## src/hdl/ubin_div.sv

```systemverilog
// ubin_div: shared restoring divider, one quotient bit per cycle.
// Standalone; used by the binner top level for dimensions and cell coords.
`default_nettype none

module ubin_div #(
  parameter int W = 32
) (
  input  wire logic         clk_i,
  input  wire logic         rst_ni,
  input  wire logic         start_i,
  input  wire logic [W-1:0] dividend_i,
  input  wire logic [W-1:0] divisor_i,
  output logic              done_o,
  output logic [W-1:0]      quot_o,
  output logic              rem_nz_o
);

  localparam int CNT_W = $clog2(W + 1);

  logic             busy_q, busy_d;
  logic             done_q, done_d;
  logic [CNT_W-1:0] cnt_q, cnt_d;
  logic [W-1:0]     quo_q, quo_d;
  logic [W:0]       rem_q, rem_d;
  logic [W-1:0]     dvs_q, dvs_d;
  logic [W:0]       rem_sh;
  logic             ge;

  assign rem_sh = {rem_q[W-1:0], quo_q[W-1]};
  assign ge     = rem_sh >= {1'b0, dvs_q};

  always_comb begin
    busy_d = busy_q;
    done_d = 1'b0;
    cnt_d  = cnt_q;
    quo_d  = quo_q;
    rem_d  = rem_q;
    dvs_d  = dvs_q;
    if (start_i) begin
      busy_d = 1'b1;
      cnt_d  = CNT_W'(W);
      quo_d  = dividend_i;
      rem_d  = '0;
      dvs_d  = divisor_i;
    end else if (busy_q) begin
      rem_d = ge ? (rem_sh - {1'b0, dvs_q}) : rem_sh;
      quo_d = {quo_q[W-2:0], ge};
      cnt_d = cnt_q - 1'b1;
      if (cnt_q == CNT_W'(1)) begin
        busy_d = 1'b0;
        done_d = 1'b1;
      end
    end
  end

  always_ff @(posedge clk_i or negedge rst_ni) begin
    if (!rst_ni) begin
      busy_q <= 1'b0;
      done_q <= 1'b0;
      cnt_q  <= '0;
    end else begin
      busy_q <= busy_d;
      done_q <= done_d;
      cnt_q  <= cnt_d;
    end
  end

  always_ff @(posedge clk_i) begin
    quo_q <= quo_d;
    rem_q <= rem_d;
    dvs_q <= dvs_d;
  end

  assign done_o   = done_q;
  assign quot_o   = quo_q;
  assign rem_nz_o = |rem_q;

endmodule

`default_nettype wire

```

## config.mk

```make
export PLATFORM = sky130hd
export DESIGN_NAME = ubin_div
export DESIGN_NICKNAME = d
export VERILOG_FILES = /design/src/hdl/ubin_div.sv
export SDC_FILE = /design/constraint.sdc
export NUM_CORES = 1
export LEC_CHECK = 0
export BUFFER_PORTS_ARGS = -buffer_cell sky130_fd_sc_hd__buf_4
export CAP_MARGIN = 0
export CORE_MARGIN = 1
export CORE_UTILIZATION = 25
export CTS_BUF_LIST = sky130_fd_sc_hd__clkbuf_8
export DETAILED_ROUTE_END_ITERATION = 16
export PLACE_DENSITY = 0.39
export SETUP_SLACK_MARGIN = 0.05
export SYNTH_ARGS = -nofsm -noshare
export SYNTH_HDL_FRONTEND = slang
export SYNTH_SLANG_ARGS = --single-unit
```

## constraint.sdc

```tcl
create_clock -name clk_i -period 5.7 [get_ports clk_i]
set_input_delay 0 -clock clk_i [delete_from_list [all_inputs] [get_ports clk_i]]
set_output_delay 0 -clock clk_i [all_outputs]
set_load 0.1 [all_outputs]
```

# Word-level counts from Yosys, hierarchy flattened
# Index checks and enable logic that the tools add are counted.
# word_totals
memories,0
mem_bits_rw,0
rom_bits,0
ff_bits,105
input_bits,67
latchBits,0
# classes
muxes,11
addsub,2
n_mul,0
bitwise,0
n_div,0
n_lt_le_gt_ge,1
n_reduce_logical,2
shift,0
eq_ne,1
# ops
cell,count
two-way mux 32 bit,2
>= comparator 33 x 32 -> 1 bit,1
two-way mux 33 bit,1
OR reduction 33 bit,1
subtractor 33 x 32 -> 33 bit,1
two-way mux 6 bit,2
equality test 6 x 1 -> 1 bit (second input constant),1
two-way mux 1 bit,6
subtractor 6 x 1 -> 6 bit (second input constant),1
nonzero test 2 bit,1

# Depth between registers and ports, before layout
# Gate-level depths: netlist of run 1.
# depth
ltp_word,4
ltp_mapped,13
mapped_depth_nobuf,12

# Worst setup path after synthesis of run 1
# OpenSTA, ideal clock, no wires.
# synth_timing
kind,register to register
from,"reg quo_q[31], in the netlist quot_o[31]"
to,reg rem_q[30]
setup_slack_ps,2175
arrival_ps,3435
period_less_slack_ps,3525
stages_incl_launch_ff,13
setup_ps,91
t_required_ps,5609
path_cell_list,edfxtp_1 > inv_1 > ha_1 > fa_1 > nand2b_1 > a2111oi_4 > o311ai_2 > a211oi_2 > o211ai_1 > a21oi_1 > mux2i_1 > nand4_1 > a311oi_1
# synth_via
elab_chain_len,2
elab_cells_between_ends,3
classes_between,add/sub (1); order compare (1); mux (1)
# synth_lines
element,line_no,source
start: declaration,23,"logic [W-1:0] quo_q, quo_d;"
start signal: assignment,69,quo_q <= quo_d;
subtractor 33 x 32 -> 33 bit / >= comparator 33 x 32 -> 1 bit (equally long branches),"46, 30",
two-way mux 33 bit (*),46,"rem_d = ge ? (rem_sh - {1'b0, dvs_q}) : rem_sh;"
end signal: assignment,70,rem_q <= rem_d;
end: declaration,24,"logic [W:0] rem_q, rem_d;"
# Every way passes the cells marked *; elsewhere a longest branch is shown, timed or not.
# A chain may end at the register's enable or synchronous reset.

# Final worst setup path of run 1
# Ends and elaborated chain as after synthesis.

==> flow_summary_export.csv, run 1 <==
group,metric,value,unit
power_and_ir_drop,power,3.95,mW
setup_path,endpoint_kind,"register",
die,rows,57,
sta,max_freq,308,MHz
routing,drt_pass1_iterations,4,
layout,drive_gt1_share,22.5,%
routing,drt_iter0_markers,146,
layout,syn2layout_area_growth,30.9,%
yosys,synth-edff-count,64,
global_routing,grt_pass1_wl,27400,µm
global_routing,grt-ovfl-total,0,
cts,cts_hold_buf,66,
yosys,synth.area.top_cells,"edfxtp_1, dfxtp_1, ha_1",
die,die_x,159,µm
cts,cts_buffers,9,
setup_path,cp_num_buf_inv,1,
routing,wl,16500,µm
cts,clkSinkCount,105,
yosys,ys.warnings.count,0,
cts,clk_pin_slew_worst_paths,130,ps
power_and_ir_drop,ir_worst_vdd,0.290,mV
routing,top_layer,"met4",
setup_path,cp_top_family,"compound AO/OA/AOI/OAI gates",
sta,finClkSkew,16.5,ps
yosys,syn_nets,693,
yosys,syn_area_per_cell,10.5,µm²
power_and_ir_drop,powerDensity,488,nW/µm²
cts,post-cts-setup-buffers,0,
die,core-area,24300,µm²
yosys,synth_ff_type,"edfxtp_1",
die,dieArea,25400,µm²
yosys,synth_most_common_cell,"edfxtp_1",
yosys,postSynthCellCount,591,
setup_path,slowest_stage,"fa_1",
global_routing,grt_use_total,13.5,%
power_and_ir_drop,p_leak,3.35,nW
global_routing,antenna_found_initial,0,
routing,wl_met3,875,µm
layout,n_antenna_cell,0,
global_routing,grt_pass1_vias,5231,
power_and_ir_drop,netSwitchingFraction,49.2,%
routing,routed_via_density,4.64,
sta,fin_tns_setup,0,ps
yosys,synth_cell_types,68,
yosys,yosys.area.top_type,"edfxtp_1",
die,die_h,159,µm
routing,drc,0,
setup_path,path_cells,"inv_1 > ha_1 > fa_1 > nand2b_1 > a2111oi_4 > o311ai_2 > a211oi_2 > o211ai_1 > a21oi_1 > mux2i_1 > nand4_1 > a311oi_1",
sta,min_period,3250,ps
yosys,synth_top_cell_area_share,31.1,%
routing,postRouteAntennaNets,0,
setup_path,crit_path_max_fanout,3,
placement,gp_congestion,0.830,
placement,postPlaceCellArea,7230,µm²
cts,clk_latency,420,ps
layout,stdcell_area,8100,µm²
yosys,ys_top_cells_by_count,"edfxtp_1, nor2_1, inv_1",
sta,rsz0062_at_grt,"no",
layout,n_fill_cell,2480,
power_and_ir_drop,clockPowerShare,12.8,%
routing,vias,4993,
die,initial_core_util,25.4,%
power_and_ir_drop,intPower,2.01,mW
setup_path,worstPathRequired,6020,ps
setup_path,slowest_delay,410,ps
routing,wl_met1,8110,µm
sta,drv_slew,0,
job,drv_cap,0,
setup_path,arrival,3570,ps
sta,fin_crit_sh,57.0,%
sta,slew_headroom,37.8,%
routing,wl_per_cell,15.3,µm
cts,ctsRootBufferMaster,"clkbuf_8",
cts,clockBufferDepth,2,
cts,post_cts_resized,0,
cts,cts_tree,"built",
global_routing,grt_max_degree,61,
routing,route.met2.wl,7260,µm
yosys,synth_area,6190,µm²
sta,finalSetupViolCount,0,
layout,fin_nets,849,
placement,hpwl,11900,µm
setup_path,path_class,"reg -> reg",
power_and_ir_drop,pwr-share-seq,29.7,%
power_and_ir_drop,p_comb_share,57.5,%
yosys,yosysSeqAreaShare,45.0,%
cts,htreeDepth,3,
sta,worstMarginPinSlew,930,ps
yosys,synth-seq-cells,105,
yosys,async_flop_share,7.62,%
power_and_ir_drop,p_sw,1.94,mW
placement,io_buffers,100,
setup_path,startpoint_type,"register",
die,ios,101,
worst_hold_path,min-delay-path-class,"in -> reg",
sta,hold_viol,0,
status,status,"completed",
==> metrics by stage <==
step	std cells	hold WS, ps	util (%)	setup WS (ps)
2_1_floorplan	591	-296	-	2170
3_3_place_gp	994	-172	29.7	2600
3_5_place_dp	994	-175	29.7	2520
4_1_cts	1076	162	33.3	2440
5_1_grt	1076	188	33.3	2170
6_report	1076	158	33.3	2450
==> final timing paths <==
kind	startpoint	endpoint	slack, ps	cells past startpoint
max	quot_o[31]	rem_q[30]	2450	12
max reg2reg	quot_o[31]	rem_q[30]	2450	12
min in group asynchronous	rst_ni	cnt_q[5]	540	3
max in group asynchronous	rst_ni	cnt_q[0]	4880	3
min reg2reg	rem_q[9]	rem_q[9]	520	2
min	start_i	cnt_q[2]	160	2
==> layout by cell type (no fill, tap or decap), types with 4 or more instances in the layout <==
master / n
a211oi_1: 22
a21o_1: 14
a21oi_1: 29
a311oi_1: 4
a32oi_1: 4
buf_4: 103
clkbuf_8: 9
dfrtp_1: 8
dfxtp_1: 33
dlygate4sd3_1: 66
edfxtp_1: 64
ha_1: 34
inv_1: 45
mux2_2: 32
mux2i_1: 25
nand2_1: 39
nand2b_1: 7
nand3_1: 7
nand4_1: 6
nor2_1: 55
nor2b_1: 4
nor3_1: 7
nor4_1: 10
o211ai_1: 4
o21ai_0: 20
o21ai_1: 4
o21bai_1: 5
xnor2_1: 19
xor2_1: 10
==> cells by family after synthesis <==
group	after synthesis	synth area share [%]
AO/OA/AOI/OAI	143	17.1
XOR/XNOR	29	4.11
adder cells (fa/ha/maj)	35	7.20
buffers and inverters	69	4.89
flip-flops	105	45.0
multiplexers	57	9.87
AND/OR/NAND/NOR	153	11.9
==> worst reg2reg max path: stages (launching register included) <==
cell and delay, ps:
edfxtp_1 390, inv_1 60, ha_1 220, fa_1 410
nand2b_1 220, a2111oi_4 400, o311ai_2 210, a211oi_2 290
o211ai_1 130, a21oi_1 220, mux2i_1 220, nand4_1 120
a311oi_1 280
==> flip-flops by register name, indices dropped and copies added (netlist names) <==
register,count
quot_o,32
rem_q,33
dvs_q,32
busy_q,1
cnt_q,6
done_o,1
==> power by group through the flow <==
| stage | Clock [mW] | Combinational [mW] | Sequential [mW] |
|---|---|---|---|
| CTS | 0.531 | 2.29 | 1.17 |
| finish | 0.507 | 2.27 | 1.17 |
| global placement | 0 | 2.26 | 1.19 |
| detailed placement | 0 | 2.25 | 1.19 |
| global route | 0.558 | 2.49 | 1.20 |
| floorplan | 0 | 1.52 | 1.42 |
==> layout make-up <==
type | count | area [µm²] | share of cell area [%]
Inverter | 45 | 169 | 2.09
Multi-Input combinational cell | 417 | 3100 | 38.3
Sequential cell | 105 | 2780 | 34.4
Tap cell | 324 | 405 | 5.01
Clock inverter | 7 | 82.6 | 1.02
Clock buffer | 9 | 124 | 1.53
Timing Repair Buffer | 169 | 1430 | 17.7
==> metal layers <==
layer | vias to the layer above | GRT usage (%)
li1 | 2496 | -
met1 | 2360 | 18.2
met2 | 120 | 21.0
met3 | 17 | 3.59
met4 | 0 | 4.02
met5 | - | 0
No activity file was read; power rests on OpenSTA's default activity.
==> run 2: changes to the inputs <==
- clock period: 5.7 -> 3.15 ns (I/O delays scaled with it)
==> run 2 against run 1 <==
Clock skew up 3.4 ps. Sequential power is 81% higher. Die area unchanged. Clock-buffer cell count stayed put. Critical endpoint unchanged. Routed wire length is 5.5% higher. Cell count grew 1.6%. Worst setup slack got worse by 2300 ps. Total power grew 86%. Non-clock buffer count increased by 16.
==> flow_summary_export.csv, run 2 (same netlist as run 1, synthesis figures left out) <==
group,metric,value,unit
sta,rsz0062_at_grt,"yes",
setup_path,endpoint_kind,"register",
sta,fin_tns_setup,0,ps
cts,clk_latency,400,ps
global_routing,antenna_found_initial,0,
die,initial_core_util,25.4,%
routing,postRouteAntennaNets,0,
layout,stdcell_area,8280,µm²
cts,clockBufferDepth,2,
global_routing,grt_max_degree,68,
status,status,"completed",
routing,drt_iter0_markers,244,
global_routing,grt_use_total,13.8,%
sta,min_period,2980,ps
die,core-area,24300,µm²
layout,largest_register,"rem_q",
sta,finClkSkew,19.9,ps
placement,postPlaceCellArea,7360,µm²
worst_hold_path,min-delay-path-class,"in -> reg",
sta,finalSetupViolCount,0,
die,rows,57,
cts,htreeDepth,3,
sta,hold_viol,0,
cts,ctsRootBufferMaster,"clkbuf_8",
power_and_ir_drop,powerDensity,890,nW/µm²
cts,clkSinkCount,105,
layout,syn2layout_area_growth,33.8,%
cts,cts_buffers,9,
sta,drv_slew,0,
layout,layout_commonest_cell,"buf_4",
setup_path,r2r_end,"rem_q[30]",
power_and_ir_drop,p_leak,3.45,nW
job,drv_cap,0,
layout,n_fill_cell,2474,
placement,gp_congestion,0.801,
layout,final_cell_mix,"buf_4, dlygate4sd3_1, edfxtp_1",
routing,drc,0,
routing,routed_via_density,4.64,
setup_path,crit_path_start,"quot_o[31]",
sta,slew_headroom,42.2,%
worst_hold_path,hold_path_depth,2,
die,die_x,159,µm
layout,largest_reg_flops,33,
die,ios,101,
power_and_ir_drop,ir_worst_vdd,0.562,mV
routing,wl,17400,µm
global_routing,grt_pass1_wl,28100,µm
cts,cts_tree,"built",
setup_path,r2r_cells,12,
sta,worstMarginPinSlew,867,ps
setup_path,worstPathRequired,3450,ps
die,dieArea,25400,µm²
setup_path,ff2ff_setup_slack,170,ps
global_routing,grt_pass1_vias,5308,
cts,clk_pin_slew_worst_paths,130,ps
setup_path,path_class,"reg -> reg",
setup_path,arrival,3280,ps
sta,max_freq,336,MHz
layout,n_antenna_cell,0,
routing,drt_pass1_iterations,4,
die,die_h,159,µm
global_routing,grt-ovfl-total,0,
routing,vias,5073,
layout,fin_nets,866,
placement,hpwl,12000,µm
layout,drive_gt1_share,25.2,%
routing,wl_per_cell,15.9,µm
setup_path,setup.worst_path.end,"rem_q[30]",
setup_path,crit_path_max_fanout,3,
setup_path,rr_startpoint,"quot_o[31]",
setup_path,startpoint_type,"register",
placement,io_buffers,100,
worst_hold_path,hold_path_startpoint,"start_i",
sta,fin_crit_sh,94.5,%
## run 2: metrics by stage
stage | util (%) | power (mW) | instances | worst slack (ps) | hold slack, ps
after global routing | 34.0 | 7.90 | 1093 | -76.9 | 228
after detailed placement | 30.2 | 6.34 | 1007 | 146 | -172
final | 34.0 | 7.37 | 1093 | 174 | 191
after floorplan | - | 5.29 | 591 | -224 | -296
after CTS | 33.8 | 7.34 | 1089 | 73.7 | 210
after global placement | 30.2 | 6.35 | 1007 | 214 | -174
## run 2: how the worst min path moves through the flow
stage               slack, ps       end
floorplan                -300    busy_q
global placement         -170    done_o
detailed placement       -170    done_o
CTS                       210  cnt_q[3]
global route              230  cnt_q[3]
finish                    190  cnt_q[4]
## run 2: per-layer routing
metal | global-route usage (%) | share of wire, % | vias up
li1 | - | - | 2534
met4 | 2.58 | 0.74 | 0
met5 | 0 | 0 | -
met1 | 18.6 | 49 | 2422
met3 | 3.10 | 4.4 | 15
met2 | 22.6 | 46 | 102
## run 2: repair_timing
item	CTS	global route
setup endpoints to repair	0	33
hold buffers	66	0
resized for setup	0	4
hold endpoints to repair	72	0
setup buffers	0	3
## run 2: layout make-up
class	count	area [µm²]	share of cell area, %
Clock inverter	7	82.6	0.997
Multi-Input combinational cell	418	3160	38.2
Inverter	45	169	2.04
Clock buffer	9	124	1.50
Timing Repair Buffer	185	1550	18.8
Sequential cell	105	2780	33.6
Tap cell	324	405	4.90
## run 2: worst max-delay path, stage by stage (launching register included)
cell and delay (ps):
edfxtp_1 390, inv_1 60, ha_2 180, fa_2 360, nand2b_4 170, a2111oi_4 370
o311ai_2 180, a211oi_2 300, o211ai_1 130, a21oi_2 160, mux2i_1 190, nand4_1 120
a311oi_1 270
## run 2: report_power, final
part / total, mW / leakage (nW) / switching, mW / internal [mW]
Combinational: 4.35 / 2.33 / 2.74 / 1.61
Sequential: 2.12 / 1.02 / 0.308 / 1.81
Clock: 0.900 / 0.101 / 0.580 / 0.320
Total: 7.37 / 3.45 / 3.63 / 3.74
==> run 3: changes to the inputs <==
- CORE_ASPECT_RATIO: not set -> 1.5
==> run 3 against run 2 <==
Register-to-register slack worse by 20 ps. Sequential power is essentially flat. Global-route usage up 0.53 points. Clock-buffer cell count is the same. Combinational power grew 5.5%. Cell count increased by 1.2%. Sequential share of layout area is 0.44 points lower. Worst setup slack got worse by 24 ps.
==> flow_summary_export.csv, run 3 (same netlist as run 1, synthesis figures left out) <==
group,metric,value,unit
power_and_ir_drop,powerDensity,902,nW/µm²
routing,drt_iter0_markers,228,
layout,fin_nets,879,
global_routing,antenna_found_initial,0,
cts,clk_latency,410,ps
layout,largest_register,"rem_q",
layout,largest_reg_flops,33,
power_and_ir_drop,p_leak,3.53,nW
setup_path,startpoint_type,"register",
power_and_ir_drop,power,7.57,mW
die,dieArea,25400,µm²
sta,finalSetupViolCount,0,
setup_path,endpoint_kind,"register",
sta,hold_viol,0,
status,status,"completed",
placement,place_ws,149,ps
placement,numPlacedInstances,1017,
routing,drt_pass1_iterations,4,
placement,postPlaceCellArea,7470,µm²
sta,max_freq,333,MHz
die,rows,70,
layout,drive_gt1_share,26.0,%
layout,layout_commonest_cell,"buf_4",
die,die_h,195,µm
die,ios,101,
setup_path,slowest_delay,390,ps
placement,gp_congestion,0.798,
sta,fin_crit_sh,95.2,%
routing,postRouteAntennaNets,0,
global_routing,grt_use_total,14.3,%
cts,ctsRootBufferMaster,"clkbuf_8",
global_routing,grt_pass1_vias,5430,
global_routing,busiest_layer,"met2",
layout,fin_cells,1106,
cts,clockBufferDepth,2,
sta,worstMarginPinSlew,712,ps
global_routing,use_met3,3.17,%
die,initial_core_util,25.4,%
die,core-area,24300,µm²
routing,wl_per_cell,15.4,µm
sta,min_period,3000,ps
sta,finClkSkew,18.2,ps
cts,cts_tree,"built",
layout,final_util,34.5,%
placement,hpwl,12900,µm
worst_hold_path,min-delay-path-class,"in -> reg",
cts,cts_buffers,9,
routing,wl,17000,µm
setup_path,crit_path_max_fanout,3,
setup_path,slowest_stage,"edfxtp_1",
sta,rsz0062_at_grt,"yes",
layout,stdcell_area,8390,µm²
placement,io_buffers,100,
global_routing,met2_usage,26.4,%
cts,htreeDepth,3,
cts,clkSinkCount,105,
routing,vias,5075,
global_routing,grt-ovfl-total,0,
die,die_x,130,µm
setup_path,path_class,"reg -> reg",
sta,holdWs,119,ps
sta,fin_tns_setup,0,ps
global_routing,met1_usage,15.2,%
layout,n_fill_cell,2583,
setup_path,crit_path_start,"quot_o[31]",
sta,slew_headroom,52.5,%
sta,setup_slack,150,ps
worst_hold_path,hold_path_startpoint,"start_i",
cts,clk_pin_slew_worst_paths,110,ps
setup_path,worstPathRequired,3470,ps
setup_path,rr_startpoint,"quot_o[31]",
power_and_ir_drop,ir_worst_vdd,0.531,mV
setup_path,arrival,3320,ps
layout,n_antenna_cell,0,
global_routing,grt_pass1_wl,27700,µm
routing,drc,0,
layout,final_cell_mix,"buf_4, dlygate4sd3_1, edfxtp_1",
job,drv_cap,0,
sta,drv_slew,0,
layout,syn2layout_area_growth,35.6,%
global_routing,grt_max_degree,46,
setup_path,path_cells,"inv_1 > ha_2 > fa_2 > nand2b_4 > a2111oi_4 > o311ai_2 > a211oi_2 > o211ai_1 > a21oi_1 > mux2i_1 > nand4_1 > a311oi_1",
routing,routed_via_density,4.59,
[run 3: where the power goes]
part           switching (mW)  total (mW)  internal [mW]
Combinational            2.76        4.59           1.82
Sequential              0.290        2.10           1.81
Clock                   0.510       0.881          0.371
Total                    3.56        7.57           4.00
[run 3: area by class of cell]
class                           instances  area, µm²  area share (%)
Tap cell                              324        405            4.83
Sequential cell                       105       2780            33.2
Inverter                               45        169            2.01
Clock buffer                            9        124            1.48
Clock inverter                          7       71.3           0.850
Timing Repair Buffer                  199       1710            20.4
Multi-Input combinational cell        417       3130            37.3
[run 3: path summary, 6_finish.rpt]
path	to	slack (ps)	cells past startpoint
max	rem_q[30]	150	12
min	rem_q[27]	120	2
max reg2reg	rem_q[30]	150	12
min reg2reg	rem_q[9]	520	2
max in group asynchronous	cnt_q[2]	2300	3
min in group asynchronous	cnt_q[1]	580	3
[run 3: worst max-delay path: cells and delay by family (launching register included)]
family	cells	cell delay (ps)
compound gates	6	1450
fa+ha+maj	2	540
buf+inv	1	50
flops	1	390
mux	1	200
simple gates	2	270
[run 3: metal layers]
metal | vias to the layer above | wire, µm
li1 | 2547 | -
met1 | 2404 | 6960
met2 | 101 | 9100
met3 | 23 | 481
met4 | 0 | 470
met5 | - | 0
[run 3: what timing repair did]
action                                  in CTS  in global routing
gates resized for setup                      0                  0
endpoints found under the setup margin       0                 10
endpoints found under the hold margin       72                  0
setup buffers                                0                  7
hold buffers                                66                  0
